## config.mk

```make
export PLATFORM = sky130hd
export DESIGN_NAME = roal_front
export DESIGN_NICKNAME = d
export VERILOG_FILES = /design/src/hdl/roal_pkg.sv /design/src/hdl/roal_front.sv
export SDC_FILE = /design/constraint.sdc
export NUM_CORES = 1
export LEC_CHECK = 0
export BUFFER_PORTS_ARGS = -buffer_cell sky130_fd_sc_hd__buf_2
export CAP_MARGIN = 20
export CORE_AREA = 4 4 175 177
export DETAILED_ROUTE_END_ITERATION = 12
export DIE_AREA = 0 0 179 181
export PLACE_DENSITY_LB_ADDON = 0.3
export SLEW_MARGIN = 20
export SYNTH_ARGS = -nofsm -noshare
export SYNTH_HDL_FRONTEND = slang
export SYNTH_SLANG_ARGS = --single-unit
```

## constraint.sdc

```tcl
create_clock -name vclk -period 5.2
set_clock_uncertainty 0.2 [all_clocks]
set_input_delay 0.52 -clock vclk [all_inputs]
set_output_delay 0.52 -clock vclk [all_outputs]
set_load 0.02 [all_outputs]
```

## src/hdl/roal_pkg.sv

```systemverilog
package roal_pkg;

  localparam int ADDR_W          = 64;
  localparam int CNT_W           = 32;
  localparam int DEF_MAX_REGIONS = 256;
  localparam int QUEUE_DEPTH     = 2;

  // partial overlaps only count below this ceiling
  localparam logic [CNT_W-1:0] MIN_CEILING = CNT_W'(999);

  typedef enum logic [1:0] {
    OP_CLEAR  = 2'd0,
    OP_APPEND = 2'd1,
    OP_QUERY  = 2'd2,
    OP_NOP    = 2'd3
  } op_e;

  localparam logic STATUS_OK   = 1'b0;
  localparam logic STATUS_FULL = 1'b1;

  // one stored region
  typedef struct packed {
    logic [ADDR_W-1:0] rgn_lo;
    logic [ADDR_W-1:0] rgn_hi;
    logic [CNT_W-1:0]  count;
  } region_t;

  localparam int REGION_W = $bits(region_t);

  // classified item: for a query, lo/hi hold buffer start and wrapped end
  typedef struct packed {
    op_e               op;
    logic [ADDR_W-1:0] lo;
    logic [ADDR_W-1:0] hi;
    logic [CNT_W-1:0]  count;
  } cmd_t;

endpackage

```

## src/hdl/roal_front.sv

```systemverilog
module roal_front import roal_pkg::*; (
  input  logic [1:0]        op_i,
  input  logic [ADDR_W-1:0] region_start_i,
  input  logic [ADDR_W-1:0] region_end_i,
  input  logic [CNT_W-1:0]  region_accesses_i,
  input  logic [ADDR_W-1:0] buf_addr_i,
  input  logic [ADDR_W-1:0] buf_size_i,
  output cmd_t              cmd_o
);

  op_e op;
  logic [ADDR_W-1:0] buf_end;

  assign op = op_e'(op_i);

  // wrapped buffer end
  assign buf_end = buf_addr_i + buf_size_i;

  // pick the bounds that the back end compares against
  always_comb begin
    cmd_o.op    = op;
    cmd_o.count = region_accesses_i;
    if (op == OP_QUERY) begin
      cmd_o.lo = buf_addr_i;
      cmd_o.hi = buf_end;
    end else begin
      cmd_o.lo = region_start_i;
      cmd_o.hi = region_end_i;
    end
  end

endmodule

```

==> results.tsv, run 1 <==
metric	value	unit
cts.repair.resized	0	
fp.dieH	181	um
fin_hold_ws	0.8400	ns
setup_viol	0	
rsz0062_at_grt	no	
drc	0	
design.seq.count	0	
post-place-ws	0.4273	ns
finalCritPeriodShare	0.9020	
cp-endpoint	cmd_o[88]	
placedInstanceArea	0.007704	mm2
first_pass_iters	5	
yosysTopAreaCellShare	0.2034	
nNetsFinal	1649	
syn_to_final_growth	35.98	%
hold_buffers	0	
fmax	0.2132	GHz
start_kind	primary input	
num_antenna_cells	0	
antenna_found_initial	0	
critical_path.cell_chain	buf_2 > ha_1 > fa_1 > a21oi_1 > o21ai_2 > a211oi_2 > o21bai_1 > a311oi_1 > o31ai_1 > a21oi_2 > nor4_1 > or3_1 > buf_2	
stdcell_count	1683	
seq_area_frac_synth	0	
critPathMaxFanout	5	
fin_ws	0.5097	ns
row_count	63	
grt_pass1_vias	7451	
crit_type	primary input to output pin	
stdcell_area	0.007704	mm2
cellPowerDensity	130.5	mW/mm2
hold_viol_final	0	
fp.dieW	179	um
synth.avg_cell_area	5.752	um2
drtAntennaViolNets	0	
core	0.02924	mm2
period_needed	4.690	ns
vias	7939	
run_status	finished clean	
slew_violations	0	
syn_nets	1339	
worstMarginPinSlew	0.8333	ns
finalPower	1.005	mW
dieArea	0.03240	mm2
required	4.48	ns
pin_count	452	
cp_common_cell	buf_2	
yosysMostFrequentCell	nand2_1	
final.setup.tns	0	ns
ys_types	62	
relSlewSlack	0.4445	
crit_path_top_delay_cell	a311oi_1	
grt_use_total	0.1497	
critical_path.top_delay_family	compound AO/OA/AOI/OAI gates	
io_buffers	388	
cp-startpoint	buf_addr_i[0]	
ir_drop	38.73	uV
dr_wl_met3	1611	um
min-delay-start	region_accesses_i[16]	
hp-class	primary input to output pin	
dp_cells	1683	
cts_setup_buffers	0	
yosysTopAreaCell	nand2_1	
start_util	0.1937	
wl	26870	um
synthesis.instances	985	
place_hpwl	23490	um
drive_gt1_frac	0.3202	
place_congestion	0.9080	
drt-met1-wl	11630	um
routedWlPerCell	15.97	um
cp.depth	13	
detail_route.iter0.violations	432	
p_leak	4.156	nW
grt.overflow.total	0	
synth_area_leaders	nand2_1 20%, ha_1 14%, a21oi_1 8.0%, o21ai_0 7.8%, xnor2_1 5.3%	
highest_layer	met4	
grt_pass1_wl	39990	um
synth_common_cells	307 x nand2_1, 91 x a21oi_1, 88 x o21ai_0, 63 x ha_1, 41 x nor2_1	
yosysWarnings	0	
met2WireLength	13420	um
regArea	0	um2
syn-cell-area	0.005665	mm2
viasPerCell	4.717	
grt_max_degree	78	
cp_num_buf_inv	2	
cpPeakStageDelay	0.45	ns
cap_viol_max_count	0	
cp-end-kind	output pin	
cp_data_arrival_time	3.97	ns
post-route-util	0.2634	
clock_buffers	0	
[cell usage in the layout (no fill, tap or decap), drive strengths merged, types with 2 or more instances in the layout]
master   netlist  layout
and2           5       5
a211oi         4       4
o211ai         6       6
a21boi         4       4
or3            4       4
a21oi         92      92
inv           30      30
ha            63      63
nor4           3       3
o21a           5       5
a221oi         2       2
nor3          14      14
xnor2         34      34
nand4         21      21
or4            5       5
o311ai         2       2
and3           5       5
o31ai          6       6
a22oi          2       2
nand2        307     307
nor2b          5       5
nor3b          3       3
a31o           2       2
nor2          41      41
a221o          3       3
o21bai        20      20
o41ai          3       3
o21ai         92      92
nand2b         5       5
a21o          30      30
o2111ai        5       5
a31oi         12      12
xor2          19      19
a41oi          3       3
buf           49     398
nand3         24      24
[routing by layer]
layer / global-route usage / vias up
met3: 0.01004 / 22
li1: - / 4037
met2: 0.2775 / 285
met5: 0 / -
met1: 0.1959 / 3595
met4: 0.01197 / 0
[cell families after synthesis]
logic type                 share of synthesized area
AOI/OAI and AO/OA                             0.3364
xor gates and xnor gates                     0.08194
adders and majority gates                     0.1427
buffers and inverters                         0.1049
muxes                                       0.001767
and+or+nand+nor                               0.3324
[cell type report]
class	count	area, um2
Fill cell	3390	21540
Multi-Input combinational cell	865	5086
Timing Repair Buffer	398	2017
Tap cell	390	488.0
Inverter	30	112.6
[report_power, final]
| group | internal, mW | total [mW] | switching (mW) |
|---|---|---|---|
| registers | 0 | 0 | 0 |
| logic | 0.379 | 1.01 | 0.626 |
| clock network | 0 | 0 | 0 |
| total | 0.379 | 1.01 | 0.626 |
[how the worst min path moves through the flow]
stage                 to  slack, ns  depth (start not counted)
4_1_cts        cmd_o[17]       0.84                          0
2_1_floorplan   cmd_o[0]       0.95                          1
5_1_grt        cmd_o[27]       0.84                          0
3_5_place_dp   cmd_o[17]       0.84                          0
6_report       cmd_o[16]       0.84                          0
3_3_place_gp   cmd_o[17]       0.84                          0
Power figures use the tool's default switching activity.
==> run 2: changes to the inputs <==
- clock period: 5.2 -> 5.95 ns (I/O delays scaled with it)
==> run 2 against run 1 <==
Global-route usage fell by 0.10 points. Largest cell class unchanged. Largest power group unchanged. Non-clock buffer count fell by 6. Core utilization fell by 0.11 points. Critical path depth did not move.
==> results.tsv, run 2 (synthesized netlist as in run 1, its figures left out) <==
metric	value	unit	change
run_status	finished clean		unchanged
critPathMaxFanout	5		unchanged
critical_path.top_delay_family	compound AO/OA/AOI/OAI gates		unchanged
final.setup.tns	0	ns	unchanged
grt_pass1_vias	7358		was 7451
grt_use_total	0.1486		was 0.1497
cts.repair.resized	0		unchanged
cp_data_arrival_time	4.07	ns	was 3.97 ns
grt.overflow.total	0		unchanged
dp_cells	1677		was 1683
drive_gt1_frac	0.3170		was 0.3202
hp-class	primary input to output pin		unchanged
detail_route.iter0.violations	449		was 432
nNetsFinal	1643		was 1649
cp-end-kind	output pin		unchanged
final_common_cell	buf_2		unchanged
min-delay-start	region_accesses_i[16]		unchanged
cp-endpoint	cmd_o[88]		unchanged
cp-startpoint	buf_addr_i[0]		unchanged
cp_common_cell	buf_2		unchanged
drtAntennaViolNets	0		unchanged
row_count	63		unchanged
setup_viol	0		unchanged
routedWlPerCell	15.84	um	was 15.97 um
period_needed	4.861	ns	
drc	0		unchanged
stdcell_count	1677		was 1683
finalCritPeriodShare	0.8169		
grt_pass1_wl	39560	um	was 39990 um
viasPerCell	4.682		was 4.717
first_pass_iters	5		unchanged
dieArea	0.03240	mm2	unchanged
rsz0062_at_grt	no		unchanged
p_leak	4.133	nW	was 4.156 nW
syn_to_final_growth	35.40	%	was 35.98%
required	5.16	ns	was 4.48 ns
fmax	0.2057	GHz	
fp.dieW	179	um	unchanged
start_util	0.1937		unchanged
pin_count	452		unchanged
place_hpwl	23470	um	was 23490 um
mostFrequentLayoutCells	388 x buf_2, 307 x nand2_1, 91 x a21oi_1		unchanged
cpPeakStageDelay	0.48	ns	was 0.45 ns
slew_violations	0		unchanged
cp_num_buf_inv	2		unchanged
core	0.02924	mm2	unchanged
hold_buffers	0		unchanged
num_antenna_cells	0		unchanged
start_kind	primary input		unchanged
regArea	0	um2	unchanged
cp.depth	13		unchanged
place_congestion	0.9035		was 0.9080
finalPower	0.8712	mW	was 1.005 mW
io_buffers	388		unchanged
crit_type	primary input to output pin		unchanged
worstMarginPinSlew	0.6641	ns	was 0.8333 ns
vias	7852		was 7939
relSlewSlack	0.5552		was 0.4445
design.seq.count	0		unchanged
stdcell_area	0.007671	mm2	was 0.007704 mm2
cts_setup_buffers	0		unchanged
placedInstanceArea	0.007671	mm2	was 0.007704 mm2
cap_viol_max_count	0		unchanged
cellPowerDensity	113.6	mW/mm2	was 130.5 mW/mm2
crit_path_top_delay_cell	a311oi_1		unchanged
clock_buffers	0		unchanged
antenna_found_initial	0		unchanged
grt_max_degree	105		was 78
hold_viol_final	0		unchanged
wl	26570	um	was 26870 um
fp.dieH	181	um	unchanged
ir_drop	42.65	uV	was 38.73 uV
critical_path.cell_chain	buf_2 > ha_1 > fa_1 > a21oi_1 > o21ai_2 > a211oi_2 > o21bai_1 > a311oi_1 > o31ai_1 > a21oi_2 > nor4_1 > or3_1 > buf_2		unchanged
[run 2: how the worst min path moves through the flow]
stage,to,cells past startpoint
global placement,cmd_o[17],0
detailed placement,cmd_o[17],0
finish,cmd_o[16],0
floorplan,cmd_o[0],1
CTS,cmd_o[17],0
global route,cmd_o[27],0
[run 2: final cells by class]
type	instances	area [um2]
fillers	3362	21570
multi-input cells	865	5086
repair buffers	392	1984
well taps	390	488.0
inverters	30	112.6
[run 2: per-layer routing]
layer  global-route usage  share of wire  up-vias
met3             0.009416          0.056       24
li1                     -              -     4023
met5                    0              0        -
met1               0.1937           0.43     3546
met2               0.2739           0.50      259
met4              0.01811          0.013        0
[run 2: report_power, final]
group / internal (mW) / switching, mW
Combinational: 0.328 / 0.543
Sequential: 0 / 0
Clock: 0 / 0
Total: 0.328 / 0.543
[run 2: stage by stage]
| stage | hold WS (ns) | util | worst slack (ns) |
|---|---|---|---|
| 5_1_grt | 0.9900 | 0.2623 | 0.7301 |
| 3_3_place_gp | 0.9901 | 0.2623 | 1.052 |
| 4_1_cts | 0.9901 | 0.2623 | 0.9931 |
| 2_1_floorplan | 1.103 | - | 1.903 |
| 3_5_place_dp | 0.9901 | 0.2623 | 1.003 |
| 6_report | 0.9900 | 0.2623 | 1.089 |
