File: src/hdl/roal_pkg.sv
package roal_pkg;

  localparam int ADDR_W          = 64;
  localparam int CNT_W           = 32;
  localparam int DEF_MAX_REGIONS = 256;
  localparam int QUEUE_DEPTH     = 2;

  // partial overlaps only count below this ceiling
  localparam logic [CNT_W-1:0] MIN_CEILING = CNT_W'(999);

  typedef enum logic [1:0] {
    OP_CLEAR  = 2'd0,
    OP_APPEND = 2'd1,
    OP_QUERY  = 2'd2,
    OP_NOP    = 2'd3
  } op_e;

  localparam logic STATUS_OK   = 1'b0;
  localparam logic STATUS_FULL = 1'b1;

  // one stored region
  typedef struct packed {
    logic [ADDR_W-1:0] rgn_lo;
    logic [ADDR_W-1:0] rgn_hi;
    logic [CNT_W-1:0]  count;
  } region_t;

  localparam int REGION_W = $bits(region_t);

  // classified item: for a query, lo/hi hold buffer start and wrapped end
  typedef struct packed {
    op_e               op;
    logic [ADDR_W-1:0] lo;
    logic [ADDR_W-1:0] hi;
    logic [CNT_W-1:0]  count;
  } cmd_t;

endpackage

File: src/hdl/roal_queue.sv
module roal_queue import roal_pkg::*; (
  input  logic clk_i,
  input  logic rst_ni,
  input  logic push_i,
  input  cmd_t push_cmd_i,
  output logic full_o,
  output logic valid_o,
  output cmd_t head_o,
  input  logic pop_i
);

  localparam int PW = (QUEUE_DEPTH > 1) ? $clog2(QUEUE_DEPTH) : 1;
  localparam int LW = $clog2(QUEUE_DEPTH + 1);

  cmd_t          mem_q [QUEUE_DEPTH];
  logic [PW-1:0] wr_ptr_q, wr_ptr_d;
  logic [PW-1:0] rd_ptr_q, rd_ptr_d;
  logic [LW-1:0] fill_q, fill_d;
  logic          do_push, do_pop;

  assign full_o  = (fill_q == LW'(QUEUE_DEPTH));
  assign valid_o = (fill_q != '0);
  assign head_o  = mem_q[rd_ptr_q];
  assign do_push = push_i && !full_o;
  assign do_pop  = pop_i && valid_o;

  // advance pointers and fill level
  always_comb begin
    wr_ptr_d = wr_ptr_q;
    rd_ptr_d = rd_ptr_q;
    fill_d   = fill_q;
    if (do_push) begin
      wr_ptr_d = (wr_ptr_q == PW'(QUEUE_DEPTH - 1)) ? '0 : wr_ptr_q + PW'(1);
    end
    if (do_pop) begin
      rd_ptr_d = (rd_ptr_q == PW'(QUEUE_DEPTH - 1)) ? '0 : rd_ptr_q + PW'(1);
    end
    if (do_push && !do_pop) begin
      fill_d = fill_q + LW'(1);
    end else if (do_pop && !do_push) begin
      fill_d = fill_q - LW'(1);
    end
  end

  always_ff @(posedge clk_i or negedge rst_ni) begin
    if (!rst_ni) begin
      wr_ptr_q <= '0;
      rd_ptr_q <= '0;
      fill_q   <= '0;
    end else begin
      wr_ptr_q <= wr_ptr_d;
      rd_ptr_q <= rd_ptr_d;
      fill_q   <= fill_d;
    end
  end

  // store the item
  always_ff @(posedge clk_i) begin
    if (do_push) begin
      mem_q[wr_ptr_q] <= push_cmd_i;
    end
  end

endmodule

File: config.mk
export PLATFORM = sky130hd
export DESIGN_NAME = roal_queue
export DESIGN_NICKNAME = d
export VERILOG_FILES = /design/src/hdl/roal_pkg.sv /design/src/hdl/roal_queue.sv
export SDC_FILE = /design/constraint.sdc
export NUM_CORES = 1
export LEC_CHECK = 0
export BUFFER_PORTS_ARGS = -buffer_cell sky130_fd_sc_hd__buf_2
export CAP_MARGIN = 20
export CORE_MARGIN = 3
export CORE_UTILIZATION = 56
export CTS_CLUSTER_SIZE = 16
export DETAILED_ROUTE_END_ITERATION = 16
export PLACE_DENSITY = 0.9
export SETUP_SLACK_MARGIN = 0.4
export SKIP_LAST_GASP = 1
export SLEW_MARGIN = 15
export SYNTH_ARGS = -nofsm -noshare
export SYNTH_HDL_FRONTEND = slang
export SYNTH_SLANG_ARGS = --single-unit
File: constraint.sdc
create_clock -name clk_i -period 15.06 [get_ports clk_i]
set_clock_uncertainty 0.2 [all_clocks]
set_input_delay 2.259 -clock clk_i [delete_from_list [all_inputs] [get_ports clk_i]]
set_output_delay 2.259 -clock clk_i [all_outputs]
set_load 0.02 [all_outputs]
==> flow_metrics.env, run 1 <==
export IMPL_crit_arrival_ns=2.83
export IMPL_reg2reg_depth=4
export IMPL_drv_cap=0
export IMPL_antenna_found_initial=5
export IMPL_wire_per_inst_um=20.6
export IMPL_grtUsageTotal=0.198
export IMPL_fp_dieArea_um2=23500
export IMPL_synth_cells=523
export IMPL_grt_first_pass_wirelength_um=36500
export IMPL_io_buffer_count=329
export IMPL_grt_pass1_vias=6547
export IMPL_placementRows=53
export IMPL_layout_drive_gt1_share=0.607
export IMPL_die_w_um=153
export IMPL_layout_commonest_cell="buf_2"
export IMPL_ys_seq_elements=328
export IMPL_syn2layout_area_growth_pct=23.6
export IMPL_path_cells="buf_4 -> mux2_2 -> buf_2"
export IMPL_crit_type="reg2out"
export IMPL_overflow=0
export IMPL_vdd_ir_drop_max_uv=223
export IMPL_synth_distinct_cells=15
export IMPL_slowest_stage="buf_4"
export IMPL_hp_class="reg2reg"
export IMPL_cp_required_ns=12.60
export IMPL_critPathTopFamily="buffers and inverters"
export IMPL_hp_start="fill_q[1]"
export IMPL_finalCritPeriodShare=0.351
export IMPL_drtPass1Iterations=4
export IMPL_timing_setup_tns_ns=0
export IMPL_ios=330
export IMPL_fmax_mhz=189
export IMPL_hold_viol_final=0
export IMPL_setup_ws_ns=9.78
export IMPL_cp_end_kind="output pin"
export IMPL_syn_area_per_cell_um2=23.3
export IMPL_drt_initial_drc_count=378
export IMPL_ys_seq_area_frac=0.808
export IMPL_gp_congestion=0.756
export IMPL_period_minus_slack_ns=5.28
export IMPL_drt_total_wl_um=24100
export IMPL_critPathLaunchType="register"
export IMPL_place_area_um2=14100
export IMPL_slew_violations=0
export IMPL_cts_clk_slew_worst_paths_ns=0.07
export IMPL_hold_buffers=0
export IMPL_reg2reg_from="fill_q[0]"
export IMPL_grt_setup_unrepaired="no"
export IMPL_yosysWarnings=0
export IMPL_cts_root_buf="clkbuf_16"
export IMPL_drc=0
export IMPL_power_leakage_nw=5.83
export IMPL_cts_path_max_buffers=3
export IMPL_nets=1039
export IMPL_grt_start_max_net_pins=135
export IMPL_num_vias=6161
export IMPL_worst_pin_slew_ns=1.05
export IMPL_r2r_end="mem_q[0][109]"
export IMPL_reg2reg_slack_ns=12.22
export IMPL_status="finished, final reports clean"
export IMPL_numClockSinks=328
export IMPL_cp_num_buf_inv=2
export IMPL_setup_violations_final=0
export IMPL_design_core_area_um2=21200
export IMPL_avgViaCountPerCell=5.26
export IMPL_cts_buffers=31
export IMPL_start_util=0.575
export IMPL_p_per_area_nw_per_um2=206
export IMPL_hpwl_um=16000
export IMPL_maxSlewHeadroom=0.301
export IMPL_critPathMaxStageDelay_ns=0.86
export IMPL_fin_area_um2=15000
export IMPL_hold_depth=1
export IMPL_ctsResizeCount=0
export IMPL_cp_num_cells=3
export IMPL_min_to="fill_q[1]"
export IMPL_h_tree_depth=1
export IMPL_syn_area_um2=12200
export IMPL_cts_setup_buffers=0
export IMPL_path_max_fanout=66
export IMPL_drt_antenna_violating_nets=0
export IMPL_pre_cts_ws_ns=10.38
export IMPL_final_cell_mix="329 x buf_2, 324 x edfxtp_1, 92 x mux2_2, 70 x mux2_4, 31 x clkbuf_16"
export IMPL_fp_dieH_um=153
export IMPL_cts_tree="done"
export IMPL_synthesis_nets=690
export IMPL_clkLatencyLatePin_ns=0.55
[logic make-up (layout without fill, tap and decap cells)]
group,after synthesis,after routing,synth area share
xor+xnor,5,5,0.00360
fa+ha+maj,1,1,0.00103
buf+inv,20,392,0.0127
flops,328,328,0.808
mux,162,162,0.172
other cells,0,2,0
simple gates,7,7,0.00278
[worst reg2reg max path: cells and delay by family, from the launching register on]
family | cells | cell delay (ns)
simple gates | 3 | 1.07
buf+inv | 1 | 0.64
flops | 1 | 0.43
[per-stage QoR]
stage / util / hold WS, ns / instances / power (mW)
global route: 0.710 / 0.354 / 1172 / 3.22
global placement: 0.665 / 0.274 / 1114 / 2.36
finish: 0.710 / 0.320 / 1172 / 3.09
detailed placement: 0.665 / 0.300 / 1114 / 2.39
CTS: 0.710 / 0.322 / 1170 / 3.12
floorplan: - / 0.256 / 523 / 2.12
[area by class of cell]
type | count | area, um^2
Antenna cell | 2 | 5.00
Clock buffer | 39 | 806
Clock inverter | 17 | 144
Fill cell | 1258 | 6130
Inverter | 2 | 7.51
Multi-Input combinational cell | 175 | 2190
Sequential cell | 328 | 9830
Tap cell | 275 | 344
Timing Repair Buffer | 334 | 1700
[layer usage]
metal,global-route usage,wire length [um],up-vias
met5,0,23,-
met4,0.0551,697,6
met3,0.0578,2100,55
met2,0.348,12400,300
met1,0.240,8890,3011
li1,-,-,2789
[how the worst max path moves through the flow]
stage                  start           to  slack (ns)
floorplan             push_i  mem_q[0][0]        5.10
global placement    rd_ptr_q   head_o[39]       10.38
detailed placement  rd_ptr_q   head_o[34]       10.38
CTS                 rd_ptr_q   head_o[46]        9.77
global route        rd_ptr_q  head_o[154]        9.67
finish              rd_ptr_q   head_o[47]        9.78
[where the power goes]
group	switching [mW]	internal (mW)	total, mW
Clock	0.311	0.412	0.723
Combinational	0.621	0.427	1.05
Sequential	0.0688	1.25	1.32
[cell usage after synthesis]
master | number | area share
and3_1 | 1 | 0.00051
buf_2 | 9 | 0.0037
buf_6 | 9 | 0.0083
dfrtp_1 | 4 | 0.0082
edfxtp_1 | 324 | 0.80
ha_1 | 1 | 0.0010
inv_1 | 2 | 0.00062
mux2_2 | 92 | 0.085
mux2_4 | 70 | 0.086
nand2_1 | 2 | 0.00062
nand2b_1 | 1 | 0.00051
nor2_1 | 2 | 0.00062
or2_2 | 1 | 0.00051
xnor2_1 | 3 | 0.0022
xor2_1 | 2 | 0.0014
[state kept, by name (all words and copies together), names as in the netlist]
name,cells
rd_ptr_q,1
mem_q,324
wr_ptr_q,1
fill_q,2
No activity file was read; power rests on OpenSTA's default activity.
==> run 2, diff against run 1 <==
Settings changed: CORE_UTILIZATION 56 to 47, PLACE_DENSITY 0.9 to 0.82.
Clock period 15.06 ns to 4.49 ns, I/O delays scaled along.
==> flow_metrics.env, run 2 (same netlist as run 1, synthesis figures left out) <==
export IMPL_status="finished, final reports clean"
export IMPL_cts_tree="done"
export IMPL_clkLatencyLatePin_ns=0.49
export IMPL_io_buffer_count=329
export IMPL_drtPass1Iterations=4
export IMPL_hold_depth=1
export IMPL_cts_root_buf="clkbuf_16"
export IMPL_reg2reg_slack_ns=2.14
export IMPL_cp_startpoint="rd_ptr_q"
export IMPL_grt_setup_unrepaired="no"
export IMPL_period_minus_slack_ns=3.32
export IMPL_h_tree_depth=2
export IMPL_overflow=0
export IMPL_cts_setup_buffers=0
export IMPL_cts_clk_slew_worst_paths_ns=0.06
export IMPL_num_vias=6181
export IMPL_fp_dieArea_um2=27800
export IMPL_fp_dieH_um=167
export IMPL_hold_viol_final=0
export IMPL_worst_pin_slew_ns=1.02
export IMPL_grt_first_pass_wirelength_um=36500
export IMPL_wire_per_inst_um=19.3
export IMPL_final_cell_mix="329 x buf_2, 324 x edfxtp_1, 92 x mux2_2, 70 x mux2_4, 37 x clkbuf_16"
export IMPL_grt_start_max_net_pins=89
export IMPL_crit_type="reg2out"
export IMPL_finalCritPeriodShare=0.739
export IMPL_ctsResizeCount=0
export IMPL_timing_setup_tns_ns=0
export IMPL_syn2layout_area_growth_pct=25.9
export IMPL_cts_buffers=34
export IMPL_n_fill_cell=1815
export IMPL_hp_start="push_cmd_i[38]"
export IMPL_biggestRegsByFlops="mem_q x324, fill_q x2"
export IMPL_use_met2=0.285
export IMPL_drt_total_wl_um=23700
export IMPL_slew_violations=0
export IMPL_min_to="mem_q[0][38]"
export IMPL_layout_commonest_cell="buf_2"
export IMPL_cp_end_kind="output pin"
export IMPL_avgViaCountPerCell=5.02
export IMPL_nets=1046
export IMPL_p_per_area_nw_per_um2=696
export IMPL_grt_util_met1=0.201
export IMPL_met3_usage=0.0541
export IMPL_setup_violations_final=0
export IMPL_ios=330
export IMPL_reg2reg_depth=3
export IMPL_critPathLaunchType="register"
export IMPL_pre_cts_ws_ns=1.69
export IMPL_hpwl_um=16000
export IMPL_total_power_mw=10.6
export IMPL_numClockSinks=328
export IMPL_crit_arrival_ns=2.44
export IMPL_layout_drive_gt1_share=0.606
export IMPL_cts_path_max_buffers=3
export IMPL_hold_ws_ns=0.161
export IMPL_maxSlewHeadroom=0.318
export IMPL_power_leakage_nw=5.93
export IMPL_top_register="mem_q"
export IMPL_vdd_ir_drop_max_uv=520
export IMPL_grtUsageTotal=0.166
export IMPL_drt_antenna_violating_nets=0
export IMPL_busiest_layer="met2"
export IMPL_grt_pass1_vias=6611
export IMPL_setup_ws_ns=1.17
export IMPL_r2r_end="mem_q[1][106]"
export IMPL_die_w_um=167
export IMPL_drt_initial_drc_count=410
export IMPL_largest_register_ffs=324
export IMPL_placementRows=58
export IMPL_gp_congestion=0.750
export IMPL_drc=0
export IMPL_fmax_mhz=301
export IMPL_drv_cap=0
export IMPL_design_core_area_um2=25300
export IMPL_path_max_fanout=59
export IMPL_cp_required_ns=3.62
export IMPL_hp_class="in2reg"
export IMPL_reg2reg_from="fill_q[0]"
export IMPL_start_util=0.480
export IMPL_antenna_found_initial=3
[run 2: final cells by class]
class,instances,area (um^2),share of cell area
Clock buffer,45,956,0.0624
Timing Repair Buffer,338,1780,0.116
Sequential cell,328,9830,0.642
Antenna cell,1,2.50,0.000163
Clock inverter,12,129,0.00842
Multi-Input combinational cell,175,2190,0.143
Tap cell,330,413,0.0270
Inverter,2,7.51,0.000490
[run 2: stage by stage]
| step | utilization | cells | area (um^2) |
|---|---|---|---|
| after floorplan | - | 523 | 12200 |
| after detailed placement | 0.561 | 1172 | 14200 |
| after global routing | 0.604 | 1231 | 15300 |
| after CTS | 0.604 | 1230 | 15300 |
| after global placement | 0.561 | 1172 | 14200 |
| final | 0.604 | 1231 | 15300 |
[run 2: repair_timing]
action | 4_1_cts | 5_1_grt
hold buffers | 1 | 0
hold endpoints to repair | 4 | 0
setup endpoints to repair | 0 | 0
[run 2: per-layer routing]
layer | part of all wire | wire [um] | vias up
met5 | 0.00080 | 19 | -
met4 | 0.023 | 547 | 4
met3 | 0.083 | 1970 | 44
met2 | 0.50 | 12000 | 281
met1 | 0.39 | 9220 | 3055
li1 | - | - | 2797
[run 2: worst max path at each step]
stage / endpoint / slack [ns]
after floorplan: mem_q[0][0] / 0.67
after global placement: head_o[145] / 1.69
after detailed placement: head_o[142] / 1.69
after CTS: head_o[142] / 1.14
after global routing: head_o[2] / 1.06
final: head_o[2] / 1.17
[run 2: critical path, cell delays in order, from the launching register on]
cell and delay [ns]:
dfrtp_4 0.98, buf_12 0.33, mux2_2 0.38, buf_2 0.16
[run 2: report_power, final]
group | internal [mW] | leakage, nW | switching [mW]
Clock | 1.66 | 0.523 | 1.05
Combinational | 1.47 | 2.35 | 2.01
Sequential | 4.19 | 3.06 | 0.272
Total | 7.32 | 5.93 | 3.33
